$ cat config.mk
export PLATFORM = sky130hd
export DESIGN_NAME = tkss_cell
export DESIGN_NICKNAME = d
export VERILOG_FILES = /design/src/sv/tkss_pkg.sv /design/src/sv/tkss_cell.sv
export SDC_FILE = /design/constraint.sdc
export NUM_CORES = 1
export LEC_CHECK = 0
export ABC_CLOCK_PERIOD_IN_PS = 4500
export BUFFER_PORTS_ARGS = -buffer_cell sky130_fd_sc_hd__buf_4
export CELL_PAD_IN_SITES_DETAIL_PLACEMENT = 0
export CELL_PAD_IN_SITES_GLOBAL_PLACEMENT = 1
export CORE_UTILIZATION = 30
export CTS_BUF_LIST = sky130_fd_sc_hd__clkbuf_8
export DETAILED_ROUTE_END_ITERATION = 10
export GPL_ROUTABILITY_DRIVEN = 0
export PLACE_DENSITY_LB_ADDON = 0.1
export SLEW_MARGIN = 20
export SYNTH_ARGS = -nofsm -noshare
export SYNTH_HDL_FRONTEND = slang
export SYNTH_SLANG_ARGS = --single-unit
$ cat constraint.sdc
create_clock -name clk_i -period 4.5 [get_ports clk_i]
set_clock_uncertainty 0.05 [all_clocks]
set_input_delay 0.675 -clock clk_i [delete_from_list [all_inputs] [get_ports clk_i]]
set_output_delay 0.675 -clock clk_i [all_outputs]
set_load 0.01 [all_outputs]
$ cat src/sv/tkss_pkg.sv
`timescale 1ns / 1ps
// ----------------------------------------------------------------------------
// tkss_pkg
// Shared widths and control types for the top-k salient pixel selector.
// ----------------------------------------------------------------------------
package tkss_pkg;

  localparam int unsigned SAL_W       = 16;  // salience, unsigned Q0.16
  localparam int unsigned PIX_COORD_W = 10;  // row / column width on the ports
  localparam int unsigned CFG_K_W     = 7;   // k_count register width

  // Control broadcast from the sequencer to every cell of the chain.
  typedef struct packed {
    logic ins;    // insert the broadcast pixel this cycle
    logic shift;  // move every entry one place toward the head
    logic clear;  // zero every entry
  } cell_ctrl_t;

endpackage

$ cat src/sv/tkss_cell.sv
`timescale 1ns / 1ps
// ----------------------------------------------------------------------------
// tkss_cell
// One list entry: compares against the broadcast pixel and trades entries
// with its neighbors.
// ----------------------------------------------------------------------------
module tkss_cell #(
  parameter int unsigned POS_W = 20
) (
  input  logic                       clk_i,
  input  logic                       rst_ni,
  input  tkss_pkg::cell_ctrl_t       ctrl_i,
  input  logic                       active_i,    // entry lies inside k
  input  logic [tkss_pkg::SAL_W-1:0] new_sal_i,
  input  logic [POS_W-1:0]           new_pos_i,
  input  logic                       prev_less_i, // upper neighbor gives way
  input  logic [tkss_pkg::SAL_W-1:0] prev_sal_i,
  input  logic [POS_W-1:0]           prev_pos_i,
  input  logic [tkss_pkg::SAL_W-1:0] next_sal_i,
  input  logic [POS_W-1:0]           next_pos_i,
  output logic                       less_o,
  output logic [tkss_pkg::SAL_W-1:0] sal_o,
  output logic [POS_W-1:0]           pos_o
);

  logic [tkss_pkg::SAL_W-1:0] sal_q, sal_d;
  logic [POS_W-1:0]           pos_q, pos_d;

  assign less_o = sal_q < new_sal_i;

  always_comb begin
    sal_d = sal_q;
    pos_d = pos_q;
    if (ctrl_i.clear) begin
      sal_d = '0;
      pos_d = '0;
    end else if (ctrl_i.shift) begin
      sal_d = next_sal_i;
      pos_d = next_pos_i;
    end else if (ctrl_i.ins && active_i) begin
      if (prev_less_i) begin
        // new pixel lands above: push the upper entry down into this one
        sal_d = prev_sal_i;
        pos_d = prev_pos_i;
      end else if (less_o) begin
        sal_d = new_sal_i;
        pos_d = new_pos_i;
      end
    end
  end

  always_ff @(posedge clk_i or negedge rst_ni) begin
    if (!rst_ni) begin
      sal_q <= '0;
      pos_q <= '0;
    end else begin
      sal_q <= sal_d;
      pos_q <= pos_d;
    end
  end

  assign sal_o = sal_q;
  assign pos_o = pos_q;

endmodule

# After elaboration in Yosys (flattened, before gate mapping)
# Index checks and enable logic that the tools add are counted.
dict set report op_classes {
  n_reduce_logical 4
  n_lt_le_gt_ge 1
  muxes 10
}
# cell count
set ops {}
lappend ops {{two-way mux 20 bit} 5}
lappend ops {{two-way mux 16 bit} 5}
lappend ops {{less-than comparator 16 bit} 1}
lappend ops {{nonzero test 4 bit} 1}
lappend ops {{nonzero test 3 bit} 1}
lappend ops {{AND reduction 2 bit} 1}
lappend ops {{logical AND 1 bit} 1}
dict set report totals {
  inputBits 115
  output_inout_bits 37
  ff_bits 36
  word_cells 17
}

# Depth between registers and ports, before layout
dict set report depth {
  ltp_word 6
  mapped_depth 10
  mapped_depth_nobuf 8
}

# Least setup slack after synthesis
# OpenSTA, ideal clock, no wires.
dict set report synth_path {
  path_kind {input-to-reg}
  start {input port new_sal_i[13] (netlist bit)}
  end {register pos_q[0], in the netlist pos_o[0]}
  slack_ns 1.910
  n_path_buf 2
  t_arrival_ns 2.415
  setup_ns 0.125
  required_ns 4.325
  stages 10
  cell_sequence {inv_1 ha_1 a21oi_1 o21ai_0 nor4_1 and3_4 a31o_1 buf_6 buf_12 mux2_4}
}
dict set report synth_via {
  elab_chain_len 3
}
# element line
set synth_rtl {}
lappend synth_rtl {{from (decl)} tkss_cell.sv:14} ;# input logic [tkss_pkg::SAL_W-1:0] new_sal_i,
lappend synth_rtl {{less-than comparator 16 bit} tkss_cell.sv:29} ;# assign less_o = sal_q < new_sal_i;
lappend synth_rtl {{via less_o} tkss_cell.sv:21} ;# output logic less_o,
lappend synth_rtl {{nonzero test 4 bit (no line)} n/a}
lappend synth_rtl {{AND reduction 2 bit (no line)} n/a}
lappend synth_rtl {{to (signal assigned)} tkss_cell.sv:58} ;# pos_q <= pos_d;
lappend synth_rtl {{to (decl)} tkss_cell.sv:27} ;# logic [POS_W-1:0] pos_q, pos_d;
# The timed path passes the listed nets, and every way through them passes these cells.
# A chain may end at the register's enable or synchronous reset.

# Final worst setup path
dict set report layout_path {
  start {input port new_sal_i[13] (netlist bit)}
  end {register pos_q[13], in the netlist pos_o[13]}
}
dict set report layout_via {
  elab_chain_len 3
}
# element line
set layout_rtl {}
lappend layout_rtl {{less-than comparator 16 bit} tkss_cell.sv:29}
lappend layout_rtl {{nonzero test 4 bit (no line)} n/a}
lappend layout_rtl {{AND reduction 2 bit (no line)} n/a}
# Every way passes these cells.

==> metrics.md <==
| Metric | Value |
|---|---|
| # setup viols final | `0` |
| Final HPWL DP | `5690 µm` |
| Setup_tns | `0 ns` |
| Post-synth top flop | `dfrtp_1` |
| Drt pass-1 iters | `9` |
| # DRC | `10` |
| Die area | `9650 µm²` |
| Clock Sinks | `36` |
| Ratio of final minimum period to clock period | `between 60% and 70%` |
| Startpoint Class | `input port` |
| Final Total Pwr | `0.984 mW` |
| Synthesized area per cell | `9.45 µm²` |
| Yosys warnings | `0` |
| PortBufs | `approximately 150` |
| Max-Cap Viols | `0` |
| Syn nets | `between 400 and 500` |
| Count of state elements after synthesis | `36` |
| Routed wire length | `7630 µm` |
| Synth area leader | `dfrtp_1` |
| Worst slew pin tran | `0.725 ns` |
| Setup crit end kind | `flop` |
| CTS clock-pin slew for the worst setup and hold paths | `0.08 ns` |
| FMAX | `0.332 GHz` |
| Syn Inst Count | `294` |
| Vias in the first global route | `2471` |
| Postcts setup bufs | `0` |
| Hold Crit Class | `in -> async` |
| Crit Path Max Fanout | `19` |
| Post-synth EDFFs | `0` |
| Total gr overflow | `0` |
| Synth top area share | `around 32%` |
| Ys async rst share | `between 90% and 100%` |
| Largest net degree at the start of global routing | `73` |
| Max rail drop VDD | `117 µV` |
| Post-DR wirelength/cell | `14.0 µm` |
| Netlist Area Pre-Place | `2780 µm²` |
| RSZ-0062 raised after global routing | `false` |
| Fillers | `919` |
| Inserted Diodes | `0` |
| Die W | `98.2 µm` |
| Hold buffer count at cts | `0` |
| DRT antenna net count | `0` |
| Gr usage total | `roughly 16%` |
| Final hold slack | `0.298 ns` |
| Top post-synthesis cells by area | `dfrtp_1 (32%), mux2_4 (16%), mux2i_1 (13%)` |
| Num CTS Buffers | `5` |
| Layout cells sized above 1 | `46.3%` |
| First-pass GRT wire length | `12000 µm` |
| Status | `finished, violations left` |
| Slew margin rel. | `between 50% and 60%` |
| Initial antenna violation count | `0` |
| Core region area | `roughly 8800 µm²` |
| Placed Area | `3940 µm²` |
| R2R depth | `8` |
| Slew Limit Fails | `0` |
| CTS tree | `done` |
| Violated checks | `design-rule violations` |
| Count leader, synth | `nor2_1` |
| H-Tree Depth | `2` |
| Vias per cell | `~4.7` |
| Hold Vio Cnt, Final | `0` |
| Worst R2R Setup Slack | `between 1.5 and 2 ns` |
| Chip height | `98.2 µm` |
| Post-synth cell types | `26` |
| Clk_lat worst skew | `0.28 ns` |
| Root Buffer | `clkbuf_8` |
| Sequential-to-total area share from yosys stat | `32.4%` |
| Final critical-path required period | `3.01 ns` |
| Top post-synthesis cells by count | `nor2_1 (73), a21oi_1 (40), dfrtp_1 (36), mux2i_1 (36), mux2_4 (30)` |
| Worst Path Arrival | `3.14 ns` |
| Crit path required time | `4.62 ns` |
| Pwr Density | `243 nW/µm²` |
| Design area | `around 4000 µm²` |
| Critical path class | `in -> reg` |
| DR vias | `2531` |
| Leak | `2.24 nW` |
| Initial DRC count | `44` |
| Fin nets | `565` |
| Starting density of the core | `31.4%` |
| Rows | `34` |
| I/O pin count | `152` |
| Area added between synthesis and finish | `45.6%` |
| Resized cells post-CTS | `0` |
| Clock Tree Buf Depth | `2` |
==> registers in the layout, indices dropped and copies added, names as in the netlist <==
signal and cells:
sal_o 16, pos_o 20
==> kinds of logic after synthesis <==
logic type / after synthesis / synth area share (%)
AND/OR/NAND/NOR: 91 / 13.7
multiplexers: 72 / 31.6
AO/OA/AOI/OAI: 45 / 8.64
flip-flops: 36 / 32.4
buffers and inverters: 35 / 6.89
adder cells (fa/ha/maj): 15 / 6.75
==> worst max-delay path, cell delays in order <==
cell	delay (ns)
buf_4	0.08
inv_1	0.04
ha_1	0.31
a21oi_1	0.12
o21ai_0	0.10
nor4_1	0.27
and3_4	0.23
a31o_2	0.63
buf_4	0.34
mux2_2	0.35
==> per-layer routing <==
layer | track usage [%] | wire [µm] | share of wire, %
met5 | 0 | 0 | 0
met2 | 26.8 | 3620 | 47
met1 | 20.0 | 3480 | 46
met4 | 4.13 | 49 | 0.64
met3 | 3.44 | 482 | 6.3
==> layout make-up <==
cell class / instances / area, µm² / share of cell area [%]
multi-input combinational: 223 / 1690 / 41.7
timing repair buffer: 154 / 1160 / 28.6
sequential: 36 / 901 / 22.3
tap: 108 / 135 / 3.34
clock buffer: 5 / 68.8 / 1.70
inverter: 15 / 56.3 / 1.39
clock inverter: 3 / 42.5 / 1.05
==> path summary, 6_finish.rpt <==
kind / from / to
max in group asynchronous: rst_ni / pos_o[6]
min: rst_ni / sal_o[2]
max: new_sal_i[13] / pos_o[13]
min in group clk_i: pos_o[8] / pos_o[8]
max reg2reg: sal_o[13] / pos_o[13]
min reg2reg: pos_o[8] / pos_o[8]
==> power breakdown <==
part | internal [mW] | total (mW) | switching [mW]
Sequential | 0.353 | 0.374 | 0.0218
Combinational | 0.192 | 0.329 | 0.137
Clock | 0.164 | 0.281 | 0.117
Total | 0.708 | 0.984 | 0.276
==> layout by cell type, fill, tap and decap left out, drive strengths merged, types with 2 or more instances in the layout <==
master / Yosys / final
buf: 10 / 154
nor2: 73 / 73
a21oi: 40 / 40
mux2i: 36 / 36
dfrtp: 36 / 36
mux2: 36 / 36
inv: 15 / 15
ha: 15 / 15
nand2: 5 / 5
clkbuf: 10 / 5
nand3: 4 / 4
nor3: 4 / 4
o21ai: 2 / 2
nand4: 2 / 2
==> metrics by stage <==
step	utilization [%]	instances	setup WS (ns)
6_report	45.7	544	1.49
3_5_place_dp	44.5	536	1.16
5_1_grt	45.7	544	1.29
2_1_floorplan	-	294	1.91
3_3_place_gp	44.5	536	1.18
4_1_cts	45.7	544	1.46
(Power assumes the default switching activity.)
