--- config.mk ---
export PLATFORM = sky130hd
export DESIGN_NAME = tkss_ctrl
export DESIGN_NICKNAME = d
export VERILOG_FILES = /design/src/sv/tkss_pkg.sv /design/src/sv/tkss_ctrl.sv
export SDC_FILE = /design/constraint.sdc
export NUM_CORES = 1
export LEC_CHECK = 0
export BUFFER_PORTS_ARGS = -buffer_cell sky130_fd_sc_hd__buf_2
export CORE_ASPECT_RATIO = 1.1
export CORE_MARGIN = 3
export CORE_UTILIZATION = 40
export CTS_CLUSTER_DIAMETER = 200
export DETAILED_ROUTE_END_ITERATION = 8
export PLACE_DENSITY_LB_ADDON = 0.05
export SYNTH_ARGS = -nofsm -noshare
export SYNTH_HDL_FRONTEND = slang
export SYNTH_SLANG_ARGS = --single-unit
--- constraint.sdc ---
create_clock -name clk_i -period 2.9 [get_ports clk_i]
set_clock_uncertainty 0.05 [all_clocks]
set_input_delay 0.435 -clock clk_i [delete_from_list [all_inputs] [get_ports clk_i]]
set_output_delay 0.435 -clock clk_i [all_outputs]
set_load 0.005 [all_outputs]
--- src/sv/tkss_pkg.sv ---
`timescale 1ns / 1ps
// ----------------------------------------------------------------------------
// tkss_pkg
// Shared widths and control types for the top-k salient pixel selector.
// ----------------------------------------------------------------------------
package tkss_pkg;

  localparam int unsigned SAL_W       = 16;  // salience, unsigned Q0.16
  localparam int unsigned PIX_COORD_W = 10;  // row / column width on the ports
  localparam int unsigned CFG_K_W     = 7;   // k_count register width

  // Control broadcast from the sequencer to every cell of the chain.
  typedef struct packed {
    logic ins;    // insert the broadcast pixel this cycle
    logic shift;  // move every entry one place toward the head
    logic clear;  // zero every entry
  } cell_ctrl_t;

endpackage

--- src/sv/tkss_ctrl.sv ---
`timescale 1ns / 1ps
// ----------------------------------------------------------------------------
// tkss_ctrl
// Sequencer: holds k_count, drives inserts into the chain and drains the
// list toward the head when the last pixel of an image has been inserted.
// ----------------------------------------------------------------------------
module tkss_ctrl #(
  parameter int unsigned MAX_KEPT = 64
) (
  input  logic                         clk_i,
  input  logic                         rst_ni,
  input  logic                         cfg_we_i,
  input  logic [tkss_pkg::CFG_K_W-1:0] cfg_wdata_i,
  input  logic                         in_valid_i,
  input  logic                         in_last_i,
  input  logic                         out_ready_i,
  output logic                         in_ready_o,
  output logic                         out_valid_o,
  output logic                         out_last_o,
  output logic [tkss_pkg::CFG_K_W-1:0] k_eff_o,
  output tkss_pkg::cell_ctrl_t         ctrl_o
);

  localparam logic [tkss_pkg::CFG_K_W-1:0] KMax = tkss_pkg::CFG_K_W'(MAX_KEPT);
  localparam logic [tkss_pkg::CFG_K_W-1:0] KOne = tkss_pkg::CFG_K_W'(1);

  typedef enum logic {ST_IDLE, ST_EMIT} state_e;

  state_e                        state_q;
  logic [tkss_pkg::CFG_K_W-1:0]  k_count_q;
  logic [tkss_pkg::CFG_K_W-1:0]  cnt_q;
  logic                          in_fire;
  logic                          out_fire;

  always_comb begin
    if (k_count_q == '0) begin
      k_eff_o = KOne;
    end else if (k_count_q > KMax) begin
      k_eff_o = KMax;
    end else begin
      k_eff_o = k_count_q;
    end
  end

  assign in_ready_o  = (state_q == ST_IDLE);
  assign out_valid_o = (state_q == ST_EMIT);
  assign out_last_o  = (cnt_q == k_eff_o - KOne);
  assign in_fire     = in_valid_i && in_ready_o;
  assign out_fire    = out_valid_o && out_ready_i;

  assign ctrl_o.ins   = in_fire;
  assign ctrl_o.shift = out_fire;
  assign ctrl_o.clear = out_fire && out_last_o;

  always_ff @(posedge clk_i or negedge rst_ni) begin
    if (!rst_ni) begin
      state_q   <= ST_IDLE;
      k_count_q <= tkss_pkg::CFG_K_W'(64);
      cnt_q     <= '0;
    end else begin
      if (cfg_we_i) begin
        k_count_q <= cfg_wdata_i;
      end
      unique case (state_q)
        ST_IDLE: begin
          cnt_q <= '0;
          if (in_fire && in_last_i) begin
            state_q <= ST_EMIT;
          end
        end
        ST_EMIT: begin
          if (out_fire) begin
            if (out_last_o) begin
              state_q <= ST_IDLE;
              cnt_q   <= '0;
            end else begin
              cnt_q <= cnt_q + KOne;
            end
          end
        end
        default: begin
          state_q <= ST_IDLE;
        end
      endcase
    end
  end

endmodule

== Word-level counts from Yosys, hierarchy flattened ==
Cells that the tools add are included.

* Add/subtract/negate cells: 2
* $lt $le $gt $ge: 1
* Equal/unequal tests: 2
* Mux-type cells: 9
* Bitwise gates (word level): 1
* Reductions and logical operators: 5

{| class="wikitable"
|+ Operator list
! kind !! count
|-
| 7-bit two-way mux || 4
|-
| 7-bit one-hot mux with 2 select lines || 1
|-
| 7-bit by 1-bit adder with 7-bit output (second input constant) || 1
|-
| 7-bit equality test || 1
|-
| 7-bit greater-than comparator (second input constant) || 1
|-
| 7-bit zero test || 1
|-
| 7-bit by 1-bit subtractor with 7-bit output (second input constant) || 1
|-
| 1-bit logical AND || 4
|-
| 1-bit two-way mux || 3
|-
| 2-bit by 1-bit inequality test with 1-bit output (second input constant) || 1
|-
| 1-bit one-hot mux with 2 select lines || 1
|-
| 1-bit inverter || 1
|}

* Register bits after elaboration: 15
* Input port bits: 13
* Output and inout port bits: 13
* Word-level logic and storage cells: 23

== Logic depth before layout (Yosys ltp) ==
Gate-level depths: netlist of run 1.

* Word-level depth: 8
* Mapped depth: 11
* Mapped depth without buffers: 10

== Worst setup path before layout of run 1 ==
Ideal clock, no wire load.

* Path type: reg-to-output
* From: register k_count_q[2] in the netlist's numbering
* To: output ctrl_o[0] in the netlist's numbering
* Arrival: 2,338 ps
* Required time: 2,415 ps
* Setup slack: 77 ps
* Cell stages (with the launch flop): 12
* Path buffers: 1
* Cell sequence: dfrtp_1 nor4_1 a21oi_1 or2_1 ha_1 and2b_1 a21oi_1 xnor2_1 nor3_1 o211a_1 buf_6 and2_1

{| class="wikitable"
|+ RTL lines
! element !! line !! text
|-
| from (decl) || tkss_ctrl.sv:30 || <nowiki>logic [tkss_pkg::CFG_K_W-1:0] k_count_q;</nowiki>
|-
| from (signal assigned) || tkss_ctrl.sv:58 || <nowiki>k_count_q <= tkss_pkg::CFG_K_W'(64);</nowiki>
|-
| from (signal assigned) || tkss_ctrl.sv:62 || <nowiki>k_count_q <= cfg_wdata_i;</nowiki>
|-
| to (decl) || tkss_ctrl.sv:21 || <nowiki>output tkss_pkg::cell_ctrl_t ctrl_o</nowiki>
|}

==> results.toml, run 1 <==
[run_status]
status = "complete, but fails checks"
violations = "setup timing"

[clocking]
htreeDepth = 1
clockBufferDepth = 2
clk_latency_ns = 0.30
cts_tree = "done"
clkSinkCount = 15
cts_inserted_buffers = 3
cts-root-buf = "clkbuf_4"
cts.clk_slew.worst_paths_ns = 0.10

[logic_synthesis]
synthArstFlopShare_pct = 100.0
yosys_warnings = 0
synthFlopType = "dfrtp_1"
yosys.area.top_type = "dfrtp_1"
synth-seq-cells = 15
synth.most_common_cell = "dfrtp_1"
syn-num-nets = 123
synth_area_leaders = "dfrtp_1, mux2_2, xnor2_1"
yosysSeqAreaShare_pct = 36.53
synth_cells = 108
ys_types = 38
syn_area_per_cell_um2 = 9.546
synth_edf_count = 0
syn_area_um2 = 1031
synthDominantCellAreaShare_pct = 33.98

[detailed_routing]
vias = 948
drt_iter0_drc = 25
drtAntennaViolNets = 0
drcViolationCount = 0
avgRoutedWirePerCell_um = 14.49
dr.pass1.iters = 4
wl_um = 2637
viasPerCell = 5.209

[setup_path]
cpPeakStageDelay_ns = 0.41
path_class = "reg -> out"
cp.arrival_ns = 2.65
cp_max_fo = 5
crit_path_start_kind = "flop"
critPathCaptureType = "output pin"
required_ns = 2.41
critPathTopFamily = "simple AND/OR/NAND/NOR gates"
crit_buf_inv = 1
cpMaxStageDelayCell = "dfrtp_1"
path_cells = "nor4_2 -> a21oi_1 -> or2_1 -> ha_4 -> and2b_1 -> a21oi_4 -> xnor2_2 -> nor3_2 -> o211a_1 -> and2_1 -> buf_2"

[pwr]
ir_drop_mv = 0.3724
finalPower_uw = 868.5
p_per_area_nw_per_um2 = 619.7
leakage_nw = 0.6736

[final_layout]
nNetsFinal = 168
area.sequential_um2 = 376.6
multiInputGateArea_um2 = 633.1
fillers = 219
syn_to_final_growth_pct = 35.92
drive_gt1_share_pct = 45.39
diodes = 0

[floorplanning]
start_util_pct = 44.02
pin_count = 26
die_area_um2 = 3223
dieWidth_um = 54.41
core_area_um2 = 2342
rows = 18
dieHeight_um = 59.25

[global_route]
grt_pass1_wl_um = 4271
gr-total-overflow = 0
grt_use_total_pct = 18.00
grt_max_degree = 16
grt_pass1_vias = 937
antenna_found_initial = 0

[timing]
timing.final.crit_share_pct = 108.1
period_needed_ns = 3.136
worst_hold_slack_ns = 0.2934
fin_ws_ns = -0.2363
worstMarginPinSlew_ns = 0.3924
timing.final.hold_violations = 0
finalMaxSlewViolations = 0
relSlewSlack_pct = 73.62
tns_ns = -0.3692
setup_viol = 2
max_freq_mhz = 318.8
rsz0062_at_grt = "true"

[job]
cap_violations = 0

[placed_design]
port_buffers = 25
post-dp-hpwl_um = 1815
place_congestion = 0.7463

[worst_hold_path]
hold_path.class = "in -> reg"
[flip-flops by register name (all words and copies together), names as in the netlist]
| name | cells |
|---|---|
| out_valid_o | 1 |
| k_count_q | 7 |
| cnt_q | 7 |
[power by group]
part	internal, mW	switching, mW	leakage, nW	total, mW
Combinational	0.222	0.170	0.477	0.393
Sequential	0.260	0.0890	0.179	0.349
Clock	0.0514	0.0752	0.0177	0.127
Total	0.534	0.335	0.674	0.868
[metal layers]
metal	up-vias	part of all wire (%)	global-route usage, %
li1	461	-	-
met1	461	44	23.38
met2	22	50	30.09
met3	4	5.0	4.786
met4	0	0.76	2.847
met5	-	0	0
[cell usage in the layout (no fill, tap or decap), types with 4 or more instances in the layout]
master and n:
dfrtp_1 14, nor2b_1 5, xor2_1 6, a211oi_1 5
nand2b_1 6, a21oi_1 4, nand4_1 4, mux2_2 6
xnor2_1 5, inv_1 5, buf_4 23, nand2_1 6
buf_2 25
[stage by stage]
stage | cell area, um^2 | setup WS (ns) | utilization [%] | instances
floorplan | 1031 | 0.07679 | - | 108
detailed placement | 1219 | -0.1114 | 52.03 | 164
CTS | 1359 | -0.3113 | 58.01 | 181
finish | 1401 | -0.2363 | 59.83 | 182
global placement | 1219 | 0.01202 | 52.03 | 164
global route | 1401 | -0.4026 | 59.83 | 182
[repair_timing]
item | CTS | global route
hold buffers | 1 | 0
buffers inserted | 12 | 2
endpoints found under the hold margin | 8 | 0
gates resized for setup | 3 | 5
endpoints found under the setup margin | 2 | 2
pin swaps | 3 | 10
[area by class of cell]
cell class / instances / share of cell area, %
Multi-Input combinational cell: 79 / 45.18
Sequential cell: 15 / 26.88
Inverter: 5 / 1.339
Timing Repair Buffer: 49 / 21.96
Clock inverter: 1 / 0.3571
Tap cell: 30 / 2.679
Clock buffer: 3 / 1.607
[final timing paths]
check	startpoint	to	slack, ns	cells past startpoint
max	k_count_q[2]	ctrl_o[0]	-0.24	11
min	cfg_wdata_i[1]	k_count_q[1]	0.29	3
max reg2reg	k_count_q[2]	cnt_q[0]	0.17	13
min reg2reg	k_count_q[0]	k_count_q[0]	0.57	1
max in group asynchronous	rst_ni	k_count_q[6]	1.99	2
min in group asynchronous	rst_ni	k_count_q[3]	0.51	2
[cell families after synthesis]
group	count (synthesis)	share of synthesized area [%]
flip-flops	15	36.53
adder cells (fa/ha/maj)	2	2.427
multiplexers	8	8.495
AND/OR/NAND/NOR	38	21.97
AO/OA/AOI/OAI	19	13.71
buffers and inverters	14	6.674
XOR/XNOR	12	10.19
[worst min-delay path: stages]
cell and delay (ns):
buf_2 0.07, nand2_1 0.03, o21ai_0 0.06
No activity file was read; power rests on OpenSTA's default activity.
==> inputs of run 2 (changes only) <==
- CORE_UTILIZATION: 40 -> 47
==> run 2 against run 1 <==
  * The run still ends with setup timing left
  * Clock power shrank 4%
  * Final area is 0.71% higher
  * Setup slack improved by 0.095 ns
  * Global-route usage up 1.6 points
  * Largest cell class unchanged
  * Largest power group unchanged
  * Highest routed layer unchanged
==> results.toml, run 2 (synthesis gave the netlist of run 1 again) <==
[pwr]
leakage_nw = 0.6730
ir_drop_mv = 0.4178
finalPower_uw = 872.3
p_per_area_nw_per_um2 = 618.1

[setup_path]
critPathCaptureType = "output pin"
cp.arrival_ns = 2.56
cpPeakStageDelay_ns = 0.42
required_ns = 2.41
cpMaxStageDelayCell = "dfrtp_1"
path_class = "reg -> out"
cp_max_fo = 5
path_cells = "nor4_4 -> a21oi_2 -> or2_4 -> ha_4 -> nand4bb_1 -> a21oi_1 -> o21a_1 -> nor3_4 -> o211a_1 -> and2_1 -> buf_2"
crit_path_start_kind = "flop"

[floorplanning]
dieHeight_um = 55.12
start_util_pct = 50.49
dieWidth_um = 50.66
pin_count = 26
rows = 17
die_area_um2 = 2792
core_area_um2 = 2042

[placed_design]
port_buffers = 25
post-dp-hpwl_um = 1685
dpl.cell_count = 161
place_congestion = 0.7343
place_area_um2 = 1209
dp_slack_ns = -0.09920

[timing]
finalMaxSlewViolations = 0
max_freq_mhz = 328.8
tns_ns = -0.1823
timing.final.crit_share_pct = 104.9
worstMarginPinSlew_ns = 0.3475
rsz0062_at_grt = "true"
period_needed_ns = 3.041
fin_ws_ns = -0.1410
timing.final.hold_violations = 0
relSlewSlack_pct = 76.17
setup_viol = 2

[detailed_routing]
drt_iter0_drc = 4
vias = 917
drcViolationCount = 0
wl_um = 2362
avgRoutedWirePerCell_um = 13.05
dr.pass1.iters = 4
viasPerCell = 5.066
drtAntennaViolNets = 0

[run_status]
violations = "setup timing"
status = "complete, but fails checks"

[global_route]
grt_pass1_vias = 858
use_met3_pct = 3.753
grt_use_total_pct = 19.58
antenna_found_initial = 0
gr-total-overflow = 0
grt_pass1_wl_um = 4008
met2_usage_pct = 30.87
grtUsageMet1_pct = 27.08
grt.busiest_layer = "met2"
grt_max_degree = 16

[worst_hold_path]
hold_path.class = "in -> reg"

[final_layout]
syn_to_final_growth_pct = 36.89
nNetsFinal = 169
mostFrequentLayoutCell = "buf_2"
final_area_um2 = 1411
drive_gt1_share_pct = 45.75
post_layout_nonfiller_instances = 181
diodes = 0
layout_common_cells = "buf_2, buf_4, dfrtp_1"

[clocking]
cts_inserted_buffers = 3
cts-root-buf = "clkbuf_4"
clk_latency_ns = 0.28
cts_tree = "done"
clockBufferDepth = 2
cts.clk_slew.worst_paths_ns = 0.10
clkSinkCount = 15
htreeDepth = 1

[job]
cap_violations = 0
run 2: through the flow:
stage          hold WS [ns]  util [%]
2_1_floorplan       0.08941         -
3_5_place_dp         0.3146     59.19
5_1_grt              0.3162     69.12
3_3_place_gp         0.3063     59.19
6_report             0.2963     69.12
4_1_cts              0.2944     66.73
run 2: cell type report:
type | count | area [um^2]
clock buffers | 4 | 26.28
well taps | 28 | 35.03
flip-flops and latches | 15 | 376.6
fillers | 165 | 630.6
multi-input cells | 79 | 639.4
inverters | 5 | 18.77
repair buffers | 50 | 315.3
run 2: where the power goes:
part	internal [mW]	switching [mW]	total (mW)
Clock	0.0534	0.0687	0.122
Combinational	0.233	0.163	0.396
Sequential	0.260	0.0938	0.354
Total	0.547	0.325	0.872
run 2: what timing repair did:
item / CTS / global route
buffers inserted: 15 / 2
resized for setup: 3 / 7
pin swaps: 8 / 8
hold buffers: 1 / 0
endpoints found under the setup margin: 2 / 8
hold endpoints to repair: 4 / 0
run 2: layer usage:
metal  wire length (um)  part of all wire (%)
met5                  0                     0
met4                 17                  0.72
met2               1111                    47
met3                 89                   3.8
met1               1144                    48
run 2: final timing paths:
kind	start	end	slack, ns	cells after the start
setup / recovery	k_count_q[2]	ctrl_o[0]	-0.14	11
hold / removal	cfg_wdata_i[1]	k_count_q[1]	0.30	3
setup reg to reg	k_count_q[2]	cnt_q[0]	0.20	14
hold reg to reg	out_valid_o	cnt_q[0]	0.55	2
max in group asynchronous	rst_ni	k_count_q[6]	1.97	2
min in group asynchronous	rst_ni	k_count_q[0]	0.53	2
run 2: worst max-delay path: cells and delay by family (launching register included):
kind | cells | cell delay [ns]
and+or+nand+nor | 5 | 0.95
DFF | 1 | 0.42
adders and majority gates | 1 | 0.18
AOI/OAI and AO/OA | 4 | 0.62
buffers and inverters | 1 | 0.10
==> inputs of run 3 (changes only) <==
- clock period: 2.9 -> 2.5 ns (I/O delays scaled with it)
==> run 3 against run 2 <==
  * The flow still finishes with violations (setup timing)
  * Sequential share of layout area increased by 0.53 points
  * Sequential power increased by 16%
  * Final area decreased by 1.9%
  * Via count increased by 0.65%
  * Largest power group unchanged
  * Highest routed layer unchanged
==> results.toml, run 3 (synthesis gave the netlist of run 1 again) <==
[global_route]
grt_max_degree = 16
grt_pass1_wl_um = 3829
grt_use_total_pct = 18.93
grt_pass1_vias = 828
gr-total-overflow = 0
antenna_found_initial = 0

[worst_hold_path]
holdCritStartpoint = "cfg_wdata_i[1]"
min_path_cells = 3
holdPathEnd = "k_count_q[1]"
hold_path.class = "in -> reg"

[setup_path]
cp.arrival_ns = 2.58
r2r_start = "k_count_q[3]"
r2r_slack_ns = -0.07
cpMaxStageDelayCell = "dfrtp_1"
path_cells = "nor4_4 -> a21oi_2 -> or2_4 -> ha_4 -> nand4bb_1 -> a21oi_1 -> o21a_1 -> nor3_4 -> o211a_1 -> and2_1 -> buf_2"
required_ns = 2.08
cp_max_fo = 5
r2r_cells = 11
cpPeakStageDelay_ns = 0.42
path_class = "reg -> out"
critPathCaptureType = "output pin"
rr_endpoint = "cnt_q[6]"
crit_path_start_kind = "flop"

[floorplanning]
rows = 17
dieHeight_um = 55.12
die_area_um2 = 2792
core_area_um2 = 2042
pin_count = 26
dieWidth_um = 50.66
start_util_pct = 50.49

[timing]
tns_ns = -1.068
worstMarginPinSlew_ns = 0.3672
period_needed_ns = 3.004
relSlewSlack_pct = 74.82
fin_ws_ns = -0.5039
setup_viol = 7
max_freq_mhz = 332.9
rsz0062_at_grt = "true"
timing.final.hold_violations = 0
finalMaxSlewViolations = 0
timing.final.crit_share_pct = 120.2

[clocking]
clockBufferDepth = 2
cts-root-buf = "clkbuf_4"
clk_latency_ns = 0.29
cts_inserted_buffers = 3
cts_tree = "done"
clkSinkCount = 15
cts.clk_slew.worst_paths_ns = 0.09
htreeDepth = 1

[detailed_routing]
drt_iter0_drc = 8
dr.pass1.iters = 4
drcViolationCount = 0
drtAntennaViolNets = 0
avgRoutedWirePerCell_um = 14.18
wl_um = 2510
vias = 923
viasPerCell = 5.215

[run_status]
status = "complete, but fails checks"
violations = "setup timing"

[final_layout]
layout_common_cells = "buf_2, buf_4, dfrtp_1"
mostFrequentLayoutCell = "buf_2"
drive_gt1_share_pct = 44.30
final_area_um2 = 1384
syn_to_final_growth_pct = 34.22
diodes = 0
nNetsFinal = 165
fillers = 191

[job]
cap_violations = 0

[pwr]
finalPower_mw = 1.012
ir_drop_mv = 0.5006
leakage_nw = 0.6551
p_per_area_nw_per_um2 = 731.2

[placed_design]
post-dp-hpwl_um = 1816
place_congestion = 0.8673
port_buffers = 25
place_area_um2 = 1247
dp_slack_ns = -0.3255
[run 3: power by group]
group          internal [mW]  leakage, nW  switching (mW)
combinational          0.264        0.461           0.195
sequential             0.302        0.179           0.108
clock                 0.0620       0.0150          0.0813
[run 3: metrics by stage]
step	utilization, %	instances	hold slack (ns)
global placement	61.09	165	0.2553
global route	67.77	177	0.2523
floorplan	-	108	0.02941
CTS	65.63	174	0.2297
finish	67.77	177	0.2370
detailed placement	61.09	165	0.2532
[run 3: how the worst max path moves through the flow]
stage | from | end | depth (start not counted)
3_3_place_gp | k_count_q[3] | ctrl_o[0] | 11
3_5_place_dp | k_count_q[3] | ctrl_o[0] | 11
4_1_cts | k_count_q[2] | ctrl_o[0] | 11
2_1_floorplan | k_count_q[3] | ctrl_o[0] | 11
6_report | k_count_q[3] | ctrl_o[0] | 11
5_1_grt | k_count_q[3] | ctrl_o[0] | 11
[run 3: cell type report]
| class | count | area [um^2] | area share [%] |
|---|---|---|---|
| clock buffers | 4 | 26.28 | 1.899 |
| inverters | 5 | 18.77 | 1.356 |
| multi-input cells | 79 | 641.9 | 46.38 |
| flip-flops and latches | 15 | 376.6 | 27.22 |
| well taps | 28 | 35.03 | 2.532 |
| repair buffers | 46 | 285.3 | 20.61 |
[run 3: repair_timing]
item	in CTS	in global routing
hold buffers	1	0
endpoints found under the hold margin	14	0
endpoints found under the setup margin	8	10
pin swaps	3	3
setup buffers	4	3
gates resized for setup	4	4
[run 3: critical path, delay by kind of cell, from the launching register on]
kind            cells  cell delay [ns]
simple gates        5             0.95
flops               1             0.42
buf+inv             1             0.10
compound gates      4             0.62
fa+ha+maj           1             0.18
[run 3: metal layers]
layer / track usage (%) / routed length [um] / vias to the layer above
met5: 0 / 0 / -
met4: 8.072 / 42 / 0
met3: 3.485 / 78 / 4
met2: 30.65 / 1243 / 17
met1: 25.08 / 1145 / 443
li1: - / - / 459
